$ cat src/hdl/btf_pkg.sv
package btf_pkg;

   // Contrast scale top; the stored duty is this value minus the request.
   localparam int unsigned CONTRAST_TOP = 255;
   localparam int unsigned CONTRAST_REQ_RESET = 59;
   localparam logic [7:0] CONTRAST_RESET =
      8'((CONTRAST_REQ_RESET < CONTRAST_TOP) ? (CONTRAST_TOP - CONTRAST_REQ_RESET) : 0);

   // Levels are held as a code: level plus one, so code zero is off.
   localparam logic [4:0] LEVEL_MAX  = 5'd16;
   localparam logic [4:0] CODE_OFF   = 5'd0;
   localparam logic [4:0] CODE_FOUR  = 5'd5;

   // Register reset values.
   localparam logic [4:0] BRIGHT_RESET    = 5'd14;
   localparam logic [4:0] DIM_RESET       = 5'd7;
   localparam logic [7:0] TIMEOUT_RESET   = 8'd30;
   localparam logic [9:0] THRESHOLD_RESET = 10'd700;
   localparam logic [4:0] LEVEL_CODE_RESET = 5'd15;

   // Register indexes of the configuration port.
   localparam int unsigned REG_INDEX_W = 3;
   localparam int unsigned REG_DATA_W  = 10;
   localparam logic [REG_INDEX_W-1:0] REG_BRIGHT    = 3'd0;
   localparam logic [REG_INDEX_W-1:0] REG_DIM       = 3'd1;
   localparam logic [REG_INDEX_W-1:0] REG_TIMEOUT   = 3'd2;
   localparam logic [REG_INDEX_W-1:0] REG_LOCK      = 3'd3;
   localparam logic [REG_INDEX_W-1:0] REG_CONTRAST  = 3'd4;
   localparam logic [REG_INDEX_W-1:0] REG_THRESHOLD = 3'd5;

   // Hold times in milliseconds.
   localparam logic [5:0] HOLD_NONE = 6'd0;
   localparam logic [5:0] HOLD_HALF = 6'd25;
   localparam logic [5:0] HOLD_FULL = 6'd50;

   // Command passed from the front to the back.
   typedef struct packed {
      logic [4:0] target;
      logic       lock;
      logic [7:0] contrast;
   } cmd_type;

   // One result item.
   typedef struct packed {
      logic [7:0] backlight_duty;
      logic       backlight_enable;
      logic       display_on;
      logic [7:0] contrast_duty;
      logic [5:0] hold_ms;
      logic       still_fading;
      logic       last;
   } rsp_type;

   // Duty of a level code; off reads as zero.
   function automatic logic [7:0] level_duty(input logic [4:0] code);
      logic [7:0] d;
      unique case (code)
         5'd0:  d = 8'd0;
         5'd1:  d = 8'd0;
         5'd2:  d = 8'd1;
         5'd3:  d = 8'd2;
         5'd4:  d = 8'd3;
         5'd5:  d = 8'd4;
         5'd6:  d = 8'd8;
         5'd7:  d = 8'd13;
         5'd8:  d = 8'd21;
         5'd9:  d = 8'd32;
         5'd10: d = 8'd45;
         5'd11: d = 8'd62;
         5'd12: d = 8'd83;
         5'd13: d = 8'd108;
         5'd14: d = 8'd137;
         5'd15: d = 8'd171;
         5'd16: d = 8'd210;
         default: d = 8'd255;
      endcase
      return d;
   endfunction

   // Duty halfway between a level and the one below it.
   function automatic logic [7:0] half_duty(input logic [4:0] code);
      logic [7:0] hi;
      logic [7:0] lo;
      hi = level_duty(code);
      lo = level_duty(code - 5'd1);
      return 8'(((hi - lo) >> 1) + lo);
   endfunction

endpackage

$ cat src/hdl/backlight_timeout_fader.sv
// Channel   Handshake              Payload
// req       push / full            cmd, now_seconds, second_pulse, supply_sample,
//                                  relay_auto_on
// rsp       empty / pop            backlight_duty, backlight_enable, display_on,
//                                  contrast_duty, hold_ms, still_fading, last
// csr       valid / ready          index (3 bits), data (10 bits)
//
// An item yields one result in the back end, two for a fall above level four;
// the back end writes one result per cycle into its result queue while it has space.
// Reset is synchronous; both two-entry queues come up empty and all control
// registers take their reset values at once; queue payload storage is not reset.
// The front stalls only when the command queue is full, the back only when
// the result queue is full and no item is being popped.
module backlight_timeout_fader (
   input  logic                                clock,
   input  logic                                reset,
   input  logic                                req_push,
   output logic                                req_full,
   input  logic                                req_cmd,
   input  logic [31:0]                         req_now_seconds,
   input  logic                                req_second_pulse,
   input  logic [9:0]                          req_supply_sample,
   input  logic                                req_relay_auto_on,
   output logic                                rsp_empty,
   input  logic                                rsp_pop,
   output logic [7:0]                          rsp_backlight_duty,
   output logic                                rsp_backlight_enable,
   output logic                                rsp_display_on,
   output logic [7:0]                          rsp_contrast_duty,
   output logic [5:0]                          rsp_hold_ms,
   output logic                                rsp_still_fading,
   output logic                                rsp_last,
   input  logic                                csr_valid,
   output logic                                csr_ready,
   input  logic [btf_pkg::REG_INDEX_W-1:0]     csr_index,
   input  logic [btf_pkg::REG_DATA_W-1:0]      csr_data
);

   logic             q_push;
   logic             q_full;
   logic             q_valid;
   logic             q_pop;
   btf_pkg::cmd_type q_item;
   btf_pkg::cmd_type q_head;
   btf_pkg::rsp_type rsp_item;

   assign req_full = q_full;

   // Front: registers, timer and target selection.
   btf_front u_front (
      .clock             (clock),
      .reset             (reset),
      .req_push          (req_push),
      .req_cmd           (req_cmd),
      .req_now_seconds   (req_now_seconds),
      .req_second_pulse  (req_second_pulse),
      .req_supply_sample (req_supply_sample),
      .req_relay_auto_on (req_relay_auto_on),
      .q_full            (q_full),
      .q_push            (q_push),
      .q_item            (q_item),
      .csr_valid         (csr_valid),
      .csr_ready         (csr_ready),
      .csr_index         (csr_index),
      .csr_data          (csr_data)
   );

   // Command queue between the two halves.
   btf_cmd_q u_cmd_q (
      .clock     (clock),
      .reset     (reset),
      .push      (q_push),
      .push_item (q_item),
      .full      (q_full),
      .valid     (q_valid),
      .head      (q_head),
      .pop       (q_pop)
   );

   // Back: level fading and result queue.
   btf_back u_back (
      .clock     (clock),
      .reset     (reset),
      .cmd_valid (q_valid),
      .cmd       (q_head),
      .cmd_pop   (q_pop),
      .rsp_empty (rsp_empty),
      .rsp_pop   (rsp_pop),
      .rsp_item  (rsp_item)
   );

   assign rsp_backlight_duty   = rsp_item.backlight_duty;
   assign rsp_backlight_enable = rsp_item.backlight_enable;
   assign rsp_display_on       = rsp_item.display_on;
   assign rsp_contrast_duty    = rsp_item.contrast_duty;
   assign rsp_hold_ms          = rsp_item.hold_ms;
   assign rsp_still_fading     = rsp_item.still_fading;
   assign rsp_last             = rsp_item.last;

   // A non-final result is always the first half of a fall.
   a_first_half: assert property (@(posedge clock) disable iff (reset)
      (!rsp_empty && !rsp_last) |->
         (rsp_hold_ms == btf_pkg::HOLD_HALF) && rsp_still_fading && rsp_backlight_enable)
      else $error("first half of a fall has wrong fields");

   // A dark backlight shows zero duty and turns the display off.
   a_off_dark: assert property (@(posedge clock) disable iff (reset)
      (!rsp_empty && !rsp_backlight_enable) |->
         (rsp_backlight_duty == 8'd0) && !rsp_display_on)
      else $error("backlight off but duty or display active");

   // The queues come out of reset empty.
   a_reset_empty: assert property (@(posedge clock)
      reset |=> rsp_empty && !req_full)
      else $error("queues not empty after reset");

endmodule

$ cat src/hdl/btf_cmd_q.sv
module btf_cmd_q (
   input  logic              clock,
   input  logic              reset,
   input  logic              push,
   input  btf_pkg::cmd_type  push_item,
   output logic              full,
   output logic              valid,
   output btf_pkg::cmd_type  head,
   input  logic              pop
);

   btf_pkg::cmd_type mem_ff [2];
   logic       wr_ptr_ff, wr_ptr_in;
   logic       rd_ptr_ff, rd_ptr_in;
   logic [1:0] count_ff, count_in;
   logic       do_push;
   logic       do_pop;

   // Two-entry queue between the front and the back.
   assign full    = (count_ff == 2'd2);
   assign valid   = (count_ff != 2'd0);
   assign head    = mem_ff[rd_ptr_ff];
   assign do_push = push & ~full;
   assign do_pop  = pop & valid;

   always_comb begin
      wr_ptr_in = wr_ptr_ff ^ do_push;
      rd_ptr_in = rd_ptr_ff ^ do_pop;
      count_in  = 2'(count_ff + {1'b0, do_push} - {1'b0, do_pop});
   end

   always_ff @(posedge clock) begin
      if (reset) begin
         wr_ptr_ff <= 1'b0;
         rd_ptr_ff <= 1'b0;
         count_ff  <= 2'd0;
      end else begin
         wr_ptr_ff <= wr_ptr_in;
         rd_ptr_ff <= rd_ptr_in;
         count_ff  <= count_in;
      end
   end

   // Payload storage needs no reset.
   always_ff @(posedge clock) begin
      if (do_push) begin
         mem_ff[wr_ptr_ff] <= push_item;
      end
   end

endmodule

$ cat src/hdl/btf_front.sv
module btf_front (
   input  logic                                clock,
   input  logic                                reset,
   input  logic                                req_push,
   input  logic                                req_cmd,
   input  logic [31:0]                         req_now_seconds,
   input  logic                                req_second_pulse,
   input  logic [9:0]                          req_supply_sample,
   input  logic                                req_relay_auto_on,
   input  logic                                q_full,
   output logic                                q_push,
   output btf_pkg::cmd_type                    q_item,
   input  logic                                csr_valid,
   output logic                                csr_ready,
   input  logic [btf_pkg::REG_INDEX_W-1:0]     csr_index,
   input  logic [btf_pkg::REG_DATA_W-1:0]      csr_data
);

   logic [4:0]  bright_ff, bright_in;
   logic [4:0]  dim_ff, dim_in;
   logic [7:0]  timeout_ff, timeout_in;
   logic        lock_ff, lock_in;
   logic [7:0]  stored_ff, stored_in;
   logic [9:0]  threshold_ff, threshold_in;
   logic [4:0]  target_ff, target_in;
   logic [31:0] last_act_ff, last_act_in;
   logic [7:0]  contrast_ff, contrast_in;

   logic        accept;
   logic        wr;
   logic [31:0] age;
   logic        expired;
   logic [4:0]  wr_level;
   logic [7:0]  wr_contrast;

   assign csr_ready = 1'b1;
   assign wr        = csr_valid & csr_ready;
   assign accept    = req_push & ~q_full;
   assign q_push    = accept;

   // Inactivity age, taken modulo 2^32.
   assign age     = req_now_seconds - last_act_ff;
   assign expired = (age >= {24'd0, timeout_ff});

   // Level write data saturated at the top level.
   assign wr_level = (csr_data[4:0] > btf_pkg::LEVEL_MAX) ? btf_pkg::LEVEL_MAX
                                                          : csr_data[4:0];
   assign wr_contrast = (csr_data[7:0] > 8'(btf_pkg::CONTRAST_TOP))
                        ? 8'd0 : 8'(8'(btf_pkg::CONTRAST_TOP) - csr_data[7:0]);

   // Register writes and item classification.
   always_comb begin
      bright_in    = bright_ff;
      dim_in       = dim_ff;
      timeout_in   = timeout_ff;
      lock_in      = lock_ff;
      stored_in    = stored_ff;
      threshold_in = threshold_ff;
      target_in    = target_ff;
      last_act_in  = last_act_ff;
      contrast_in  = contrast_ff;
      priority if (wr) begin
         unique case (csr_index)
            btf_pkg::REG_BRIGHT: begin
               bright_in = wr_level;
               if (dim_ff > wr_level) begin
                  dim_in = wr_level;
               end
            end
            btf_pkg::REG_DIM: begin
               dim_in = (wr_level > bright_ff) ? bright_ff : wr_level;
            end
            btf_pkg::REG_TIMEOUT:   timeout_in = csr_data[7:0];
            btf_pkg::REG_LOCK:      lock_in = csr_data[0];
            btf_pkg::REG_CONTRAST: begin
               stored_in   = wr_contrast;
               contrast_in = wr_contrast;
            end
            btf_pkg::REG_THRESHOLD: threshold_in = csr_data;
            default: ;
         endcase
      end else if (accept) begin
         if (req_cmd) begin
            // When unlocked, activity restarts the timer and aims at the bright level.
            if (!lock_ff) begin
               last_act_in = req_now_seconds;
               target_in   = bright_ff + 5'd1;
            end
         end else begin
            // A tick checks the supply on the second pulse, then, when unlocked, the timer.
            if (req_second_pulse) begin
               contrast_in = (req_supply_sample < threshold_ff) ? 8'd0 : stored_ff;
            end
            if (!lock_ff) begin
               if (expired) begin
                  target_in = req_relay_auto_on ? 5'(dim_ff + 5'd1) : btf_pkg::CODE_OFF;
               end else begin
                  target_in = bright_ff + 5'd1;
               end
            end
         end
      end else begin
         // No write and no item: every register keeps its value.
      end
   end

   // The command carries the updated target and contrast and the current lock.
   always_comb begin
      q_item.target   = target_in;
      q_item.lock     = lock_ff;
      q_item.contrast = contrast_in;
   end

   always_ff @(posedge clock) begin
      if (reset) begin
         bright_ff    <= btf_pkg::BRIGHT_RESET;
         dim_ff       <= btf_pkg::DIM_RESET;
         timeout_ff   <= btf_pkg::TIMEOUT_RESET;
         lock_ff      <= 1'b0;
         stored_ff    <= btf_pkg::CONTRAST_RESET;
         threshold_ff <= btf_pkg::THRESHOLD_RESET;
         target_ff    <= btf_pkg::LEVEL_CODE_RESET;
         last_act_ff  <= 32'd0;
         contrast_ff  <= btf_pkg::CONTRAST_RESET;
      end else begin
         bright_ff    <= bright_in;
         dim_ff       <= dim_in;
         timeout_ff   <= timeout_in;
         lock_ff      <= lock_in;
         stored_ff    <= stored_in;
         threshold_ff <= threshold_in;
         target_ff    <= target_in;
         last_act_ff  <= last_act_in;
         contrast_ff  <= contrast_in;
      end
   end

endmodule

$ cat src/hdl/btf_back.sv
module btf_back (
   input  logic              clock,
   input  logic              reset,
   input  logic              cmd_valid,
   input  btf_pkg::cmd_type  cmd,
   output logic              cmd_pop,
   output logic              rsp_empty,
   input  logic              rsp_pop,
   output btf_pkg::rsp_type  rsp_item
);

   logic [4:0] level_ff, level_in;
   logic       phase_ff, phase_in;

   btf_pkg::rsp_type oq_mem_ff [2];
   logic       oq_wr_ff, oq_wr_in;
   logic       oq_rd_ff, oq_rd_in;
   logic [1:0] oq_count_ff, oq_count_in;
   logic       oq_pop;
   logic       space;
   logic       res_push;
   btf_pkg::rsp_type res;
   logic [4:0] lower;

   assign oq_pop    = rsp_pop & (oq_count_ff != 2'd0);
   assign space     = (oq_count_ff != 2'd2) | oq_pop;
   assign lower     = level_ff - 5'd1;
   assign rsp_empty = (oq_count_ff == 2'd0);
   assign rsp_item  = oq_mem_ff[oq_rd_ff];

   // Fade step: one result per cycle while a command waits and results have room; a fall above four gives two.
   always_comb begin
      level_in = level_ff;
      phase_in = phase_ff;
      cmd_pop  = 1'b0;
      res_push = 1'b0;
      res.backlight_duty   = btf_pkg::level_duty(level_ff);
      res.backlight_enable = (level_ff != btf_pkg::CODE_OFF);
      res.display_on       = (level_ff != btf_pkg::CODE_OFF);
      res.contrast_duty    = cmd.contrast;
      res.hold_ms          = btf_pkg::HOLD_NONE;
      res.still_fading     = (cmd.target != level_ff);
      res.last             = 1'b1;
      if (cmd_valid && space) begin
         res_push = 1'b1;
         priority if (cmd.lock) begin
            cmd_pop = 1'b1;
         end else if (cmd.target < level_ff) begin
            if (level_ff > btf_pkg::CODE_FOUR) begin
               if (!phase_ff) begin
                  // First half of the fall shows the halfway duty.
                  res.backlight_duty = btf_pkg::half_duty(level_ff);
                  res.hold_ms        = btf_pkg::HOLD_HALF;
                  res.still_fading   = 1'b1;
                  res.last           = 1'b0;
                  phase_in           = 1'b1;
               end else begin
                  level_in             = lower;
                  phase_in             = 1'b0;
                  cmd_pop              = 1'b1;
                  res.backlight_duty   = btf_pkg::level_duty(lower);
                  res.backlight_enable = (lower != btf_pkg::CODE_OFF);
                  res.display_on       = (lower != btf_pkg::CODE_OFF);
                  res.hold_ms          = btf_pkg::HOLD_HALF;
                  res.still_fading     = (cmd.target != lower);
               end
            end else begin
               level_in             = lower;
               cmd_pop              = 1'b1;
               res.backlight_duty   = btf_pkg::level_duty(lower);
               res.backlight_enable = (lower != btf_pkg::CODE_OFF);
               res.display_on       = (lower != btf_pkg::CODE_OFF);
               res.hold_ms          = btf_pkg::HOLD_FULL;
               res.still_fading     = (cmd.target != lower);
            end
         end else begin
            // Steady or rising: jump to the target.
            level_in             = cmd.target;
            cmd_pop              = 1'b1;
            res.backlight_duty   = btf_pkg::level_duty(cmd.target);
            res.backlight_enable = (cmd.target != btf_pkg::CODE_OFF);
            res.display_on       = (cmd.target != btf_pkg::CODE_OFF);
            res.still_fading     = 1'b0;
         end
      end
   end

   // Result queue pointers.
   always_comb begin
      oq_wr_in    = oq_wr_ff ^ res_push;
      oq_rd_in    = oq_rd_ff ^ oq_pop;
      oq_count_in = 2'(oq_count_ff + {1'b0, res_push} - {1'b0, oq_pop});
   end

   always_ff @(posedge clock) begin
      if (reset) begin
         level_ff    <= btf_pkg::LEVEL_CODE_RESET;
         phase_ff    <= 1'b0;
         oq_wr_ff    <= 1'b0;
         oq_rd_ff    <= 1'b0;
         oq_count_ff <= 2'd0;
      end else begin
         level_ff    <= level_in;
         phase_ff    <= phase_in;
         oq_wr_ff    <= oq_wr_in;
         oq_rd_ff    <= oq_rd_in;
         oq_count_ff <= oq_count_in;
      end
   end

   always_ff @(posedge clock) begin
      if (res_push) begin
         oq_mem_ff[oq_wr_ff] <= res;
      end
   end

endmodule

$ cat config.mk
export PLATFORM = sky130hd
export DESIGN_NAME = backlight_timeout_fader
export DESIGN_NICKNAME = d
export VERILOG_FILES = /design/src/hdl/btf_pkg.sv /design/src/hdl/backlight_timeout_fader.sv /design/src/hdl/btf_cmd_q.sv /design/src/hdl/btf_front.sv /design/src/hdl/btf_back.sv
export SDC_FILE = /design/constraint.sdc
export NUM_CORES = 1
export LEC_CHECK = 0
export BUFFER_PORTS_ARGS = -buffer_cell sky130_fd_sc_hd__buf_2
export CAP_MARGIN = 20
export CORE_MARGIN = 4
export CORE_UTILIZATION = 43
export DETAILED_ROUTE_END_ITERATION = 6
export PLACE_DENSITY = 0.61
export SLEW_MARGIN = 10
export SYNTH_ARGS = -nofsm -noshare
export SYNTH_HDL_FRONTEND = slang
export SYNTH_HIERARCHICAL = 1
export SYNTH_SLANG_ARGS = --single-unit
$ cat constraint.sdc
create_clock -name clock -period 11.2 [get_ports clock]
set_input_delay 2.24 -clock clock [delete_from_list [all_inputs] [get_ports clock]]
set_output_delay 2.24 -clock clock [all_outputs]
set_load 0.1 [all_outputs]
-- After elaboration in Yosys (flattened, before gate mapping)
Memory sizes are Yosys's and may differ from the RTL's. A register that Yosys moved wholly into a read port is not among the register bits.
Cells that the tools add are included.
- register bits after elaboration: 96
- RAM bits: 80
- ROM bits: 1536
- input port bits: 63
- output and inout bits: 29
- word-level logic and storage cells: 146
- memories: 8
- add/sub/neg operators: 11
- magnitude comparators: 8
- equal/unequal tests: 11
- multiplexer cells: 60
- bitwise gates (word level): 13
- reduce and logical (&&, ||, !) cells: 18
- memories (memory ; words ; width ; read ports ; clocked after Yosys merged registers in ; wr ports ; line ; text):
    (no name shown) ; 32 ; 8 ; 1 ; 1 ; 0 ; btf_pkg.sv:57 ; unique case (code)
    (no name shown) ; 32 ; 8 ; 1 ; 1 ; 0 ; btf_pkg.sv:57 ;
    (no name shown) ; 32 ; 8 ; 1 ; 0 ; 0 ; btf_pkg.sv:57 ;
    (no name shown) ; 32 ; 8 ; 1 ; 0 ; 0 ; btf_pkg.sv:57 ;
    (no name shown) ; 32 ; 8 ; 1 ; 0 ; 0 ; btf_pkg.sv:57 ;
    (no name shown) ; 32 ; 8 ; 1 ; 0 ; 0 ; btf_pkg.sv:57 ;
    2 more memories ; -- ; -- ; -- ; -- ; -- ; -- ;
- operators with widths (cell ; number):
    $mux W8 ; 20
    $mux W5 ; 17
    $mux W10 ; 4
    $ge A32 B8 Y1 ; 1
    $sub A32 B32 Y32 ; 1
    $mux W1 ; 15
    $reduce_bool A5 Y1 ; 3
    $add A5 B1 Y5 const B ; 2
    $gt A5 B5 Y1 ; 2
    $lt A10 B10 Y1 ; 1
    $ne A5 B5 Y1 ; 2
    $pmux W5 S2 ; 1
    $reduce_and A2 Y1 ; 5
    $add A7 B8 Y8 ; 1
    $gt A8 B8 Y1 const B ; 1
    $reduce_and A4 Y1 ; 2
    $sub A8 B8 Y8 ; 1
    $sub A8 B8 Y8 const A ; 1
    $mux W7 ; 1
    $eq A3 B2 Y1 const B ; 2
    $eq A3 B3 Y1 const B ; 2
    $mux W6 ; 1
    $reduce_and A3 Y1 ; 2
    $reduce_bool A2 Y1 ; 3
    other kinds (19) ; 30

-- Longest topological paths before layout
An unclocked memory read counts as a cell.
- depth in word-level cells: 14
- gate-level depth with buffers: 25

-- Cells and area by module
Netlist, hierarchy kept.
- by module, submodules not included (module ; times used ; cells an instance ; area each (µm²)):
    btf_front ; 1 ; 918 ; 6628.9
    btf_back ; 1 ; 461 ; 4430.5
    btf_cmd_q ; 1 ; 67 ; 1300.0

-- Worst setup path after synthesis
No wires, ideal clock.
- path kind: input to register
- start: input req_now_seconds[0]
- end: memory u_cmd_q/mem_ff[0][12] (netlist bit) (data pin)
- library setup time: 0.263 ns
- arrival time: 6.514 ns
- required time: 10.937 ns
- path slack: 4.423 ns
- stages on the path: 18
- path buffers: 0
- cell sequence: inv_1 > ha_1 > fa_1 > nand2b_1 > a21o_1 > and2_1 > xnor2_1 > ha_1 > a21o_1 > a2111oi_0 > and3_1 > and4b_1 > nand4_1 > or4_1 > or4_4 > nor4b_4 > mux2_1 > or2_1
- RTL lines (element ; line ; text):
    from (decl) ; backlight_timeout_fader.sv:20 ; input logic [31:0] req_now_seconds,
    to (decl) ; btf_cmd_q.sv:12 ; btf_pkg::cmd_type mem_ff [2];

==> results.yml <==
critical_path:
  critical_path_class: "in2reg"
  critPathRequiredTime_ps: 11390
  crit_fanout: 7
  timing.rr.start: "u_back/level_ff[0]$_SDFFE_PP1P_"
  crit_arrival_ps: 7010
  endpoint_kind: "flip-flop"
  critPathMaxStageDelay_ps: 540
  start_kind: "primary input"
  reg2reg_setup_slack_ps: 5650
  worstRegToRegCells: 22
  cp_slowest_cell: "or4_4"
  r2r-end: "u_back/oq_mem_ff[1][25]$_DFFE_PP_"
  cp_cell_sequence: "buf_2, inv_1, ha_1, fa_1, nand2b_1, a21o_1, and2_1, xnor2_1, ha_1, a21o_1, a2111oi_0, and3_1, and4b_1, nand4_1, or4_1, or4_4, nor4b_4, mux2_1, or2_1"
sta:
  hold_viol: 0
  fin_setup_tns_ps: 0
  timing.fmax_mhz: 146.6
  relSlewSlack: 0.2792
  slew_viol_final: 0
  setup_ws_ps: 4379
  fin_crit_ps: 6821
  worstMarginPinSlew_ps: 1081
  setup_viol: 0
  rsz0062_at_grt: "no"
  skew_ps: 11.90
  min_period_over_period: 0.6090
power_and_ir_drop:
  peakVddDrop_mv: 0.1712
  p_comb_frac: 0.554
  seqPwrFrac: 0.264
  switching_share: 0.4703
  p_leak_nw: 5.493
  p_sw_mw: 1.602
  clockPowerShare: 0.182
  power.density_nw_per_um2: 250.1
  power.internal_mw: 1.805
run:
  max_cap_viol_count: 0
worst_hold_path:
  hp-start: "u_front/last_act_ff[16]$_SDFFE_PP0P_"
  holdPathEnd: "u_front/last_act_ff[16]$_SDFFE_PP0P_"
  hold_depth: 2
  hp-class: "reg2reg"
synthesis:
  synth-seq-area-share: 0.3434
  yosys.area.top_type: "edfxtp_1"
  syn_nets: 1614
  synth.area.top_cells: "edfxtp_1 17%, dfxtp_1 17%, ha_1 11%"
  netlist_instances: 1446
  netlist.area_leader.share: 0.1749
  ys_warn_count: 6
  avgSynthCellArea_um2: 8.547
  synth_area_um2: 12360
  synth-edff-count: 72
  synth.distinct_cells: 97
  ys_ff_latch: 176
  synthFlopType: "dfxtp_1"
  synthArstFlopShare: 0
floorplanning:
  die_h_um: 177.5
  io_pins: 92
  die_w_um: 177.5
  die-area_um2: 31520
  rows: 61
  core_um2: 28090
  initial_core_util: 0.4400
placement:
  gp_congestion: 0.9186
  place_hpwl_um: 23240
  port_buffers: 89
  dp_slack_ps: 3887
  placed_area_um2: 13010
clocking:
  cts_hold_buf: 0
  post_cts_buffers: 0
  cts.sinks: 176
  htree_levels: 4
  root_buffer: "clkbuf_16"
  tritoncts: "yes"
  clk_path_buf_depth: 2
  numCtsBuffers: 17
  clk_latency_ps: 440
  clk_transition_reported_paths_ps: 70
  post_cts_resized: 0
route:
  postRouteWirelength_um: 30450
  drc: 0
  first_pass_iters: 5
  vias_per_cell: 5.543
  drt-initial-drc-count: 866
  vias: 10440
  postRouteAntennaNets: 0
  wl_per_cell_um: 16.17
layout:
  final_cell_area_um2: 13630
  fillers: 2820
  multi_input_area_um2: 7402
  fin_nets: 1660
  area_growth_pct: 10.25
  drive_gt1_frac: 0.1322
  regArea_um2: 4244
  n_antenna_cell: 0
global_route:
  grt_pass1_vias: 9907
  grt-ovfl-total: 0
  antenna_found_initial: 0
  grt_pass1_wl_um: 50120
  track_usage: 0.1946
  grt_max_degree: 73
run_status:
  status: "finished clean"
## synthesized netlist by cell type, types with 4 or more instances
master	count
xor2_1	14
nor3_1	29
o21bai_1	5
xnor2_1	30
nor4_1	4
and3_1	12
nand2b_1	22
dfxtp_1	104
a21oi_1	120
buf_2	12
a221o_1	7
a211oi_1	9
o21ai_1	11
o211ai_1	18
o31ai_1	8
mux2_4	10
a31oi_1	9
mux2i_1	16
nor3b_1	7
and2_1	16
a22oi_1	8
edfxtp_1	72
inv_1	100
a211o_1	19
nor2b_1	24
a21oi_2	6
or2_2	8
o21a_1	13
nand4_1	21
buf_4	7
or4_1	4
clkbuf_1	45
a21o_1	13
o22ai_1	10
a2111oi_0	9
mux2_2	30
nand3_1	22
or3_1	10
o21ai_0	55
ha_1	104
nor2_1	126
a21boi_0	5
nand3b_1	10
nand2_1	181
## worst max path at each step
stage,end,from,cells after the start
finish,u_cmd_q/mem_ff[1][12]$_DFFE_PP_,req_now_seconds[0],19
global route,u_cmd_q/mem_ff[0][12]$_DFFE_PP_,req_now_seconds[0],19
CTS,u_cmd_q/mem_ff[1][12]$_DFFE_PP_,req_now_seconds[0],19
detailed placement,u_cmd_q/mem_ff[0][12]$_DFFE_PP_,req_now_seconds[0],19
global placement,u_cmd_q/mem_ff[0][12]$_DFFE_PP_,req_now_seconds[0],19
floorplan,u_cmd_q/mem_ff[0][12]$_DFFE_PP_,req_now_seconds[0],18
## cell families after synthesis
kind of cell,share of synthesized area
AO/OA/AOI/OAI,0.1973
XOR/XNOR,0.03432
adder cells (fa/ha/maj),0.1069
buffers and inverters,0.05780
flip-flops,0.3434
multiplexers,0.05608
other,0.0006076
AND/OR/NAND/NOR,0.2036
## sequential cells by signal (all words and copies together), names as in the netlist, 5 cells and up, named ones only
name,count
u_back/level_ff,5
u_back/oq_mem_ff,44
u_cmd_q/mem_ff,28
u_front/bright_ff,5
u_front/contrast_ff,8
u_front/dim_ff,5
u_front/last_act_ff,32
u_front/stored_ff,8
u_front/target_ff,5
u_front/threshold_ff,10
u_front/timeout_ff,8
## power groups by stage
stage	combinational [mW]	sequential [mW]	clock (mW)
4_1_cts	1.89	0.902	0.635
5_1_grt	2.07	0.914	0.664
6_report	1.89	0.900	0.619
2_1_floorplan	1.59	0.870	0
3_5_place_dp	1.88	0.917	0
3_3_place_gp	1.86	0.911	0
## worst max-delay path, delay by kind of cell
family	cells	cell delay, ps
buffers and inverters	2	130
adder cells (fa/ha/maj)	3	930
multiplexers	1	370
XOR/XNOR	1	130
AND/OR/NAND/NOR	9	2450
AO/OA/AOI/OAI	3	770
## per-stage QoR
step	std cells	utilization	power [mW]	hold WS (ps)
floorplan	1446	-	2.459	435.1
global placement	1849	0.4625	2.768	442.6
detailed placement	1850	0.4631	2.795	446.7
finish	1883	0.4852	3.407	453.9
CTS	1882	0.4846	3.425	457.0
global route	1883	0.4852	3.646	466.8
## cells in the final DEF (no fill, tap or decap), types with 11 or more instances in the layout
cell type	n
clkbuf_16	17
dfxtp_1	104
o21ai_1	11
nand2b_1	22
o21ai_0	55
buf_2	88
o211ai_1	18
nand3_1	22
and2_1	16
and3_1	12
nand4_1	21
xnor2_1	30
a21o_1	13
inv_1	100
nor2_1	126
mux2i_1	16
nor3_1	29
ha_1	104
edfxtp_1	72
nor2b_1	24
o21a_1	13
mux2_2	30
xor2_1	14
a21oi_1	120
nand2_1	181
a211o_1	19
## cell type report
| type | count | share of cell area |
|---|---|---|
| Clock buffer | 19 | 0.03250 |
| Clock inverter | 13 | 0.01194 |
| Inverter | 101 | 0.02782 |
| Multi-Input combinational cell | 1099 | 0.5432 |
| Sequential cell | 176 | 0.3115 |
| Tap cell | 378 | 0.03471 |
| Timing Repair Buffer | 97 | 0.03838 |
## layer usage
metal | track usage | vias up | part of all wire
li1 | - | 5259 | -
met4 | 0.05833 | 0 | 0.020
met5 | 0 | - | 0
met2 | 0.3250 | 237 | 0.47
met3 | 0.02961 | 41 | 0.043
met1 | 0.2610 | 4901 | 0.46
No activity file was read; power rests on OpenSTA's default activity.
